`src/rtl/core/tsfq_pkg.sv`:
```
`timescale 1ns / 1ps
package tsfq_pkg;

  localparam int RING_DEPTH = 16;
  localparam int IDX_W      = $clog2(RING_DEPTH);
  localparam int CNT_W      = $clog2(RING_DEPTH + 1);

  localparam int COORD_W = 16;
  localparam int TIME_W  = 63;
  localparam int GEN_W   = 32;
  localparam int GAP_W   = 32;

  localparam int IN_TDATA_W  = 104;
  localparam int OUT_TDATA_W = 136;

  localparam int CFG_ADDR_W = 1;
  localparam int CFG_DATA_W = 32;

  localparam logic [GAP_W-1:0] MAX_GAP_RESET = 32'd100000;

  typedef enum logic {
    CMD_PUSH = 1'b0,
    CMD_POP  = 1'b1
  } cmd_t;

  typedef enum logic [CFG_ADDR_W-1:0] {
    CFG_INTERRUPT_DRIVEN = 1'b0,
    CFG_MAX_GAP_US       = 1'b1
  } cfg_idx_t;

  typedef struct packed {
    logic [TIME_W-1:0]  t;
    logic               valid;
    logic               down;
    logic [COORD_W-1:0] y;
    logic [COORD_W-1:0] x;
  } ring_entry_t;

  typedef struct packed {
    logic              en;
    logic [IDX_W-1:0]  addr;
    ring_entry_t       entry;
  } ring_wr_t;

endpackage

```
`src/rtl/core/tsfq_ring.sv`:
```
`timescale 1ns / 1ps
module tsfq_ring
  import tsfq_pkg::*;
(
  input  logic             clk,
  input  ring_wr_t         wr,
  input  logic [IDX_W-1:0] rd_addr,
  output ring_entry_t      rd_entry
);

  ring_entry_t mem [RING_DEPTH];
  ring_entry_t rd_entry_r;

  always_ff @(posedge clk) begin
    if (wr.en) begin
      mem[wr.addr] <= wr.entry;
    end
  end

  // The read address is the next head, so the registered word always matches the
  // current head. A write to that same entry is forwarded.
  always_ff @(posedge clk) begin
    if (wr.en && (wr.addr == rd_addr)) begin
      rd_entry_r <= wr.entry;
    end else begin
      rd_entry_r <= mem[rd_addr];
    end
  end

  assign rd_entry = rd_entry_r;

endmodule

```
`src/rtl/core/touch_sample_filter_queue.sv`:
```
`timescale 1ns / 1ps
// Touch sample filter and queue.
// The input channel carries push items (touch reports) and pop items, told apart by
// in_tuser. A push updates the tracked touch point and queues a sample when the touch
// state changes, or a cancel marker when the touch is cancelled. A pop returns the oldest
// queued sample, or present = 0 when the ring is empty. Only a pop produces an item on
// the output channel. Each item passes the input register, where the compare logic and
// the ring access run. A pop result then sits in the output register until it is taken.
// One item is taken per cycle unless a pop waits on a stalled receiver. That rate is set
// by the single ring write port.
// When the receiver stalls, a pending pop waits in the input register and blocks
// further input. Push items still pass while the output register is full.
// Synchronous active-low reset clears all tracking state, the fill level and the
// generation counter. It sets max_gap_us to 100000 and interrupt_driven to 0.
// Ring contents are not cleared; an entry is always written before it is read.
// Configuration must be written only while no item is in flight.
module touch_sample_filter_queue
  import tsfq_pkg::*;
(
  input  logic                   clk,
  input  logic                   rst_n,
  input  logic                   in_tvalid,
  output logic                   in_tready,
  // touch_x[15:0], touch_y[31:16], touch_down[32], position_valid[33],
  // time_us[96:34], zero fill above
  input  logic [IN_TDATA_W-1:0]  in_tdata,
  // cmd[0]
  input  logic                   in_tuser,
  output logic                   out_tvalid,
  input  logic                   out_tready,
  // out_x[15:0], out_y[31:16], sample_down[32], sample_valid[33],
  // out_time[96:34], generation[128:97], zero fill above
  output logic [OUT_TDATA_W-1:0] out_tdata,
  // present[0]
  output logic                   out_tuser,
  input  logic                   cfg_we,
  input  logic [CFG_ADDR_W-1:0]  cfg_addr,
  input  logic [CFG_DATA_W-1:0]  cfg_wdata
);

  localparam int SUM_W = CNT_W + 1;
  localparam int PAD_W = OUT_TDATA_W - (2 * COORD_W + 2 + TIME_W + GEN_W);

  // Configuration registers.
  logic             intr_driven_r;
  logic [GAP_W-1:0] max_gap_r;

  always_ff @(posedge clk) begin
    if (!rst_n) begin
      intr_driven_r <= 1'b0;
      max_gap_r     <= MAX_GAP_RESET;
    end else if (cfg_we) begin
      case (cfg_idx_t'(cfg_addr))
        CFG_INTERRUPT_DRIVEN: intr_driven_r <= cfg_wdata[0];
        CFG_MAX_GAP_US:       max_gap_r     <= cfg_wdata[GAP_W-1:0];
        default: ;
      endcase
    end
  end

  // Input register.
  logic               s1_valid_r;
  cmd_t               s1_cmd_r;
  logic [COORD_W-1:0] s1_x_r;
  logic [COORD_W-1:0] s1_y_r;
  logic               s1_down_r;
  logic               s1_pvalid_r;
  logic [TIME_W-1:0]  s1_time_r;
  logic               s1_fire;
  logic               in_fire;

  // Output register.
  logic                   out_valid_r;
  logic                   out_present_r;
  logic [OUT_TDATA_W-1:0] out_data_r;

  // A push never needs the output register, a pop needs it free or draining.
  assign s1_fire   = s1_valid_r && ((s1_cmd_r == CMD_PUSH) || !out_valid_r || out_tready);
  assign in_tready = !s1_valid_r || s1_fire;
  assign in_fire   = in_tvalid && in_tready;

  always_ff @(posedge clk) begin
    if (!rst_n) begin
      s1_valid_r <= 1'b0;
    end else if (in_tready) begin
      s1_valid_r <= in_tvalid;
    end
  end

  always_ff @(posedge clk) begin
    if (in_fire) begin
      s1_cmd_r    <= cmd_t'(in_tuser);
      s1_x_r      <= in_tdata[15:0];
      s1_y_r      <= in_tdata[31:16];
      s1_down_r   <= in_tdata[32];
      s1_pvalid_r <= in_tdata[33];
      s1_time_r   <= in_tdata[96:34];
    end
  end

  // Tracking state.
  logic [COORD_W-1:0] last_x_r, last_x_nxt;
  logic [COORD_W-1:0] last_y_r, last_y_nxt;
  logic               last_down_r, last_down_nxt;
  logic [TIME_W-1:0]  last_time_r, last_time_nxt;
  logic               seen_any_r, seen_any_nxt;
  logic               blocked_r, blocked_nxt;
  logic [IDX_W-1:0]   head_r, head_nxt;
  logic [CNT_W-1:0]   count_r, count_nxt;
  logic [GEN_W-1:0]   gen_r, gen_nxt;

  ring_wr_t    ring_wr;
  ring_entry_t ring_rd;

  tsfq_ring u_ring (
    .clk      (clk),
    .wr       (ring_wr),
    .rd_addr  (head_nxt),
    .rd_entry (ring_rd)
  );

  // Push decisions.
  logic [TIME_W-1:0]  time_diff;
  logic               backwards;
  logic               gap_exceeded;
  logic               time_cancel;
  logic [COORD_W-1:0] eff_x;
  logic [COORD_W-1:0] eff_y;
  logic               changed;
  logic               ring_full;
  logic [SUM_W-1:0]   tail_sum;
  logic [IDX_W-1:0]   tail_idx;
  logic [IDX_W-1:0]   head_inc;

  assign time_diff    = s1_time_r - last_time_r;
  assign backwards    = s1_time_r < last_time_r;
  assign gap_exceeded = !backwards && !intr_driven_r &&
                        (time_diff > TIME_W'(max_gap_r));
  assign time_cancel  = seen_any_r && (last_down_r || s1_down_r) &&
                        (backwards || gap_exceeded);

  // A release keeps the last measured position.
  assign eff_x   = s1_down_r ? s1_x_r : last_x_r;
  assign eff_y   = s1_down_r ? s1_y_r : last_y_r;
  assign changed = (last_down_r != s1_down_r) ||
                   (s1_down_r && ((s1_x_r != last_x_r) || (s1_y_r != last_y_r)));

  assign ring_full = (count_r == CNT_W'(RING_DEPTH));
  assign tail_sum  = SUM_W'(head_r) + SUM_W'(count_r);
  assign tail_idx  = (tail_sum >= SUM_W'(RING_DEPTH)) ?
                     IDX_W'(tail_sum - SUM_W'(RING_DEPTH)) : IDX_W'(tail_sum);
  assign head_inc  = (head_r == IDX_W'(RING_DEPTH - 1)) ? '0 : IDX_W'(head_r + 1'b1);

  always_comb begin
    last_x_nxt    = last_x_r;
    last_y_nxt    = last_y_r;
    last_down_nxt = last_down_r;
    last_time_nxt = last_time_r;
    seen_any_nxt  = seen_any_r;
    blocked_nxt   = blocked_r;
    head_nxt      = head_r;
    count_nxt     = count_r;
    gen_nxt       = gen_r;
    ring_wr       = '0;

    if (s1_fire) begin
      case (s1_cmd_r)
        CMD_POP: begin
          if (count_r != '0) begin
            head_nxt  = head_inc;
            count_nxt = CNT_W'(count_r - 1'b1);
          end
        end
        CMD_PUSH: begin
          // Cancel marker fields; the position is overridden for a full ring.
          ring_wr.entry.t     = s1_time_r;
          ring_wr.entry.valid = 1'b0;
          ring_wr.entry.down  = 1'b0;
          ring_wr.entry.x     = last_x_r;
          ring_wr.entry.y     = last_y_r;

          if (!s1_pvalid_r) begin
            // Invalid report: cancel unless already blocked, keep the position.
            if (!blocked_r) begin
              ring_wr.en = 1'b1;
            end
            last_time_nxt = s1_time_r;
            seen_any_nxt  = 1'b1;
          end else if (blocked_r) begin
            // Track only; a release lifts the block.
            if (!s1_down_r) begin
              blocked_nxt = 1'b0;
            end
            last_x_nxt    = s1_x_r;
            last_y_nxt    = s1_y_r;
            last_down_nxt = s1_down_r;
            last_time_nxt = s1_time_r;
            seen_any_nxt  = 1'b1;
          end else if (time_cancel) begin
            ring_wr.en    = 1'b1;
            last_x_nxt    = s1_x_r;
            last_y_nxt    = s1_y_r;
            last_down_nxt = s1_down_r;
            last_time_nxt = s1_time_r;
          end else begin
            last_x_nxt    = eff_x;
            last_y_nxt    = eff_y;
            last_down_nxt = s1_down_r;
            last_time_nxt = s1_time_r;
            seen_any_nxt  = 1'b1;
            if (changed) begin
              if (ring_full) begin
                ring_wr.en      = 1'b1;
                ring_wr.entry.x = eff_x;
                ring_wr.entry.y = eff_y;
              end else begin
                ring_wr.en          = 1'b1;
                ring_wr.addr        = tail_idx;
                ring_wr.entry.valid = 1'b1;
                ring_wr.entry.down  = s1_down_r;
                ring_wr.entry.x     = eff_x;
                ring_wr.entry.y     = eff_y;
                count_nxt           = CNT_W'(count_r + 1'b1);
              end
            end
          end

          // A marker write (an entry with valid clear) is a cancel: restart the ring with the
          // marker alone at entry zero and block queueing.
          if (ring_wr.en && !ring_wr.entry.valid) begin
            ring_wr.addr = '0;
            gen_nxt      = GEN_W'(gen_r + 1'b1);
            head_nxt     = '0;
            count_nxt    = CNT_W'(1);
            blocked_nxt  = 1'b1;
          end
        end
        default: ;
      endcase
    end
  end

  always_ff @(posedge clk) begin
    if (!rst_n) begin
      last_x_r    <= '0;
      last_y_r    <= '0;
      last_down_r <= 1'b0;
      last_time_r <= '0;
      seen_any_r  <= 1'b0;
      blocked_r   <= 1'b0;
      head_r      <= '0;
      count_r     <= '0;
      gen_r       <= '0;
    end else begin
      last_x_r    <= last_x_nxt;
      last_y_r    <= last_y_nxt;
      last_down_r <= last_down_nxt;
      last_time_r <= last_time_nxt;
      seen_any_r  <= seen_any_nxt;
      blocked_r   <= blocked_nxt;
      head_r      <= head_nxt;
      count_r     <= count_nxt;
      gen_r       <= gen_nxt;
    end
  end

  // Pop result; an empty ring reports only the generation.
  logic                   pop_fire;
  logic                   pop_present;
  logic [OUT_TDATA_W-1:0] pop_data;

  assign pop_fire    = s1_fire && (s1_cmd_r == CMD_POP);
  assign pop_present = (count_r != '0);
  assign pop_data    = pop_present ?
                       {PAD_W'(0), gen_r, ring_rd.t, ring_rd.valid, ring_rd.down,
                        ring_rd.y, ring_rd.x} :
                       {PAD_W'(0), gen_r, (OUT_TDATA_W - PAD_W - GEN_W)'(0)};

  always_ff @(posedge clk) begin
    if (!rst_n) begin
      out_valid_r <= 1'b0;
    end else if (pop_fire) begin
      out_valid_r <= 1'b1;
    end else if (out_tready) begin
      out_valid_r <= 1'b0;
    end
  end

  always_ff @(posedge clk) begin
    if (pop_fire) begin
      out_present_r <= pop_present;
      out_data_r    <= pop_data;
    end
  end

  assign out_tvalid = out_valid_r;
  assign out_tdata  = out_data_r;
  assign out_tuser  = out_present_r;

endmodule

```
`config.mk`:
```
export PLATFORM = sky130hd
export DESIGN_NAME = touch_sample_filter_queue
export DESIGN_NICKNAME = d
export VERILOG_FILES = /design/src/rtl/core/tsfq_pkg.sv /design/src/rtl/core/tsfq_ring.sv /design/src/rtl/core/touch_sample_filter_queue.sv
export SDC_FILE = /design/constraint.sdc
export NUM_CORES = 2
export LEC_CHECK = 0
export BUFFER_PORTS_ARGS = -buffer_cell sky130_fd_sc_hd__buf_2
export CAP_MARGIN = 20
export CORE_UTILIZATION = 50
export CTS_CLUSTER_DIAMETER = 100
export DETAILED_ROUTE_END_ITERATION = 6
export GPL_TIMING_DRIVEN = 0
export PLACE_DENSITY = 0.67
export SETUP_SLACK_MARGIN = 0.2
export SLEW_MARGIN = 10
export SYNTH_ARGS = -nofsm -noshare
export SYNTH_HDL_FRONTEND = slang
export SYNTH_SLANG_ARGS = --single-unit
```
`constraint.sdc`:
```
create_clock -name clk -period 10.9 [get_ports clk]
set_input_delay 2.18 -clock clk [delete_from_list [all_inputs] [get_ports clk]]
set_output_delay 2.18 -clock clk [all_outputs]
set_load 0.03 [all_outputs]
```
==> flow_metrics.py <==
metrics = {
    "synth": {
        "async_reset_ff_frac": 0,
        "synth_top_area_share": 0.669,
        "syn_area_um2": 79800,
        "synth_edf_count": 1780,
        "yosysWarnings": 0,
        "synth.largest_area_cell": "edfxtp_1",
        "yosys.area_share.simple": 0.0542,
        "synth_xor_xnor_area_share": 0.00932,
        "muxShareOfSynthArea": 0.148,
        "synth_seq_area_share": 0.714,
        "ys.flop_type": "edfxtp_1",
        "synthAdderAreaFrac": 0.0166,
        "synth_top_family_by_area": "multiplexers",
        "synthDistinctLibCells": 89,
        "syn_area_per_cell_um2": 18.0,
        "synth-compound-area-share": 0.0407,
        "ys_seq_elements": 1958,
        "syn_inst": 4429,
        "ys_top_cells_by_area": "edfxtp_1, mux4_2, dfxtp_1",
    },
    "route": {
        "dr.pass1.iters": 5,
        "viasPerCell": 6.09,
        "drc": 0,
        "ant_nets": 0,
        "wl_per_cell_um": 29.7,
        "vias": 44359,
        "drt-initial-drc-count": 5128,
        "drt_wl_total_um": 216000,
    },
    "sta": {
        "fmax_ghz": 0.115,
        "slew_violations": 0,
        "relSlewSlack": 0.166,
        "rsz0062_at_grt": "false",
        "finalSetupViolCount": 0,
        "worst_pin_slew_ps": 1250,
        "hold_violations": 0,
        "finClkSkew_ps": 41.5,
        "final.min_clock_period_ps": 8660,
        "totalNegativeSetupSlack_ps": 0,
        "period_share": 0.795,
    },
    "clocking": {
        "post-cts-setup-buffers": 0,
        "clkSlewWorstSetupHoldPaths_ps": 60,
        "insertion_delay_ps": 850,
        "cts_buffers": 195,
        "cts_resized": 0,
        "htreeDepth": 4,
        "cts_root_buf": "clkbuf_16",
        "clockBufferDepth": 3,
        "cts.sinks": 1958,
        "tritoncts": "yes",
        "holdBufCountCts": 0,
    },
    "global_route": {
        "grt_pass1_wl_um": 309000,
        "antenna_found_initial": 20,
        "grt_pass1_vias": 44269,
        "track_usage": 0.268,
        "grt_overflow": 0,
        "grt_max_degree": 70,
    },
    "critical_path": {
        "critPathMaxFanout": 19,
        "slowest_stage": "nor2b_4",
        "worstSetupStartpointType": "flop",
        "arrival_ps": 9170,
        "path_common_cell": "nor4_1",
        "cp_cell_sequence": "ha_1 -> a21oi_1 -> o21ai_0 -> a211oi_1 -> o221ai_1 -> xor2_1 -> ha_1 -> nand3_1 -> nor4_1 -> nand4_1 -> nand2_1 -> nand4b_1 -> nor4_1 -> nand4_1 -> nor4_1 -> nand4b_1 -> o31ai_2 -> nand3_1 -> or3_1 -> nor2b_4 -> buf_12 -> buf_12",
        "required_ps": 11410,
        "path_class": "flop to flop",
        "slowest_delay_ps": 720,
        "worstSetupEndpointType": "flop",
    },
    "run_status": {
        "status": "finished, final reports clean",
    },
    "power_and_ir_drop": {
        "power_density_nw_per_um2": 173,
        "ir_worst_vdd_mv": 0.162,
        "leakagePower_nw": 28.8,
    },
    "placement": {
        "hpwl_um": 145000,
        "io_buffers": 267,
        "placed_cells": 6887,
        "postPlaceCellArea_um2": 86300,
        "gp_congestion": 0.936,
    },
    "cells_and_area": {
        "n_fill_cell": 11591,
        "final_area_um2": 92900,
        "nNetsFinal": 5288,
        "area_growth_pct": 16.4,
        "layout-drive-gt1-share": 0.240,
        "final_cells": 7281,
    },
    "floorplan": {
        "start_util": 0.504,
        "ioPinCount": 282,
        "dieArea_um2": 161000,
        "fp.dieH_um": 402,
        "die_w_um": 402,
        "fp-row-count": 146,
        "coreArea_um2": 158000,
    },
    "flow_run": {
        "maxCapViolations": 0,
    },
    "hold_path": {
        "hold_class": "flop to flop",
    },
}
## flip-flops by register name (all words and copies together), names as in the netlist, 32 cells and up, named ones only
name and count:
u_ring.mem 1552, max_gap_r 32, last_time_r 63, gen_r 32, out_tdata 129, s1_time_r 63
## per-layer routing
layer	vias to the layer above	wire, um	track usage
li1	18913	-	-
met1	23031	90100	0.380
met2	2064	103000	0.426
met3	333	17200	0.0524
met4	18	5980	0.0775
met5	-	117	0
## power breakdown
group / total (mW) / internal [mW] / leakage, nW / switching (mW)
clock network: 6.53 / 3.62 / 3.03 / 2.90
logic: 1.26 / 0.499 / 8.83 / 0.756
registers: 8.28 / 8.23 / 17.0 / 0.0553
## layout make-up
class	instances	area [um^2]	share of cell area
Tap cell	2072	2590	0.0279
Inverter	122	465	0.00501
Sequential cell	1958	57000	0.613
Multi-Input combinational cell	2131	21600	0.233
Antenna cell	3	7.51	0.0000808
Clock inverter	119	1090	0.0118
Buffer	224	930	0.0100
Timing Repair Buffer	408	4070	0.0438
Clock buffer	244	5160	0.0555
## kinds of logic after synthesis
kind of cell	after synthesis
flops	1958
simple gates	872
mux	572
compound gates	490
buf+inv	346
fa+ha+maj	105
xor+xnor	85
other cells	1
## layout by cell type (no fill, tap or decap), types with 10 or more instances in the layout
cell type / Yosys / routed
edfxtp_1: 1780 / 1780
mux4_2: 485 / 485
buf_2: 13 / 280
nor2_1: 242 / 230
nand2_1: 207 / 207
clkbuf_16: 0 / 197
clkbuf_1: 161 / 196
dfxtp_1: 178 / 178
and2_1: 173 / 173
a21oi_1: 148 / 148
inv_1: 120 / 119
ha_1: 103 / 103
o21a_1: 90 / 90
mux2i_1: 85 / 85
o21ai_0: 82 / 82
buf_12: 0 / 70
nand4_1: 67 / 67
xnor2_1: 60 / 60
clkinv_1: 2 / 47
buf_1: 37 / 37
nand3_1: 36 / 36
nor3_1: 33 / 33
clkinv_2: 0 / 33
buf_16: 0 / 28
a21o_1: 27 / 27
xor2_1: 25 / 25
nand2b_1: 24 / 24
buf_6: 4 / 24
buf_8: 0 / 22
nor4_1: 19 / 19
or3_1: 18 / 18
a211oi_1: 18 / 18
o211ai_1: 15 / 15
nor2_4: 1 / 13
and3_1: 11 / 11
and4_1: 10 / 10
buf_4: 9 / 10
bufinv_16: 0 / 10
## synthesized netlist by cell type, types with 19 or more instances
cell type / count
o21a_1: 90
a21o_1: 27
clkbuf_1: 161
nand4_1: 67
mux4_2: 485
xnor2_1: 60
nor2_1: 242
buf_1: 37
nand2b_1: 24
dfxtp_1: 178
a21oi_1: 148
xor2_1: 25
nand3_1: 36
nor3_1: 33
inv_1: 120
o21ai_0: 82
ha_1: 103
nand2_1: 207
mux2i_1: 85
edfxtp_1: 1780
and2_1: 173
nor4_1: 19
## critical path, delay by kind of cell (launching register included)
family                   cells  cell delay (ps)
adder cells (fa/ha/maj)      2              750
AND/OR/NAND/NOR             12             4140
buffers and inverters        2              500
XOR/XNOR                     1              280
flip-flops                   1              490
AO/OA/AOI/OAI                5             2140
## path summary, 6_finish.rpt
path | startpoint | endpoint | slack (ps) | cells after the start
max | s1_time_r[5] | u_ring.mem[2][55] | 2240 | 22
min | max_gap_r[1] | max_gap_r[1] | 460 | 2
max reg2reg | s1_time_r[5] | u_ring.mem[2][55] | 2240 | 22
min reg2reg | max_gap_r[1] | max_gap_r[1] | 460 | 2
## per-stage QoR
stage	power, mW	util	hold WS (ps)	setup WS, ps
after floorplan	9.21	-	421	1100
after global placement	9.66	0.529	445	-7110
after detailed placement	9.68	0.545	439	2370
after CTS	16.1	0.585	457	2290
after global routing	16.5	0.587	481	1840
final	16.1	0.587	455	2240
No activity file was read; power rests on OpenSTA's default activity.
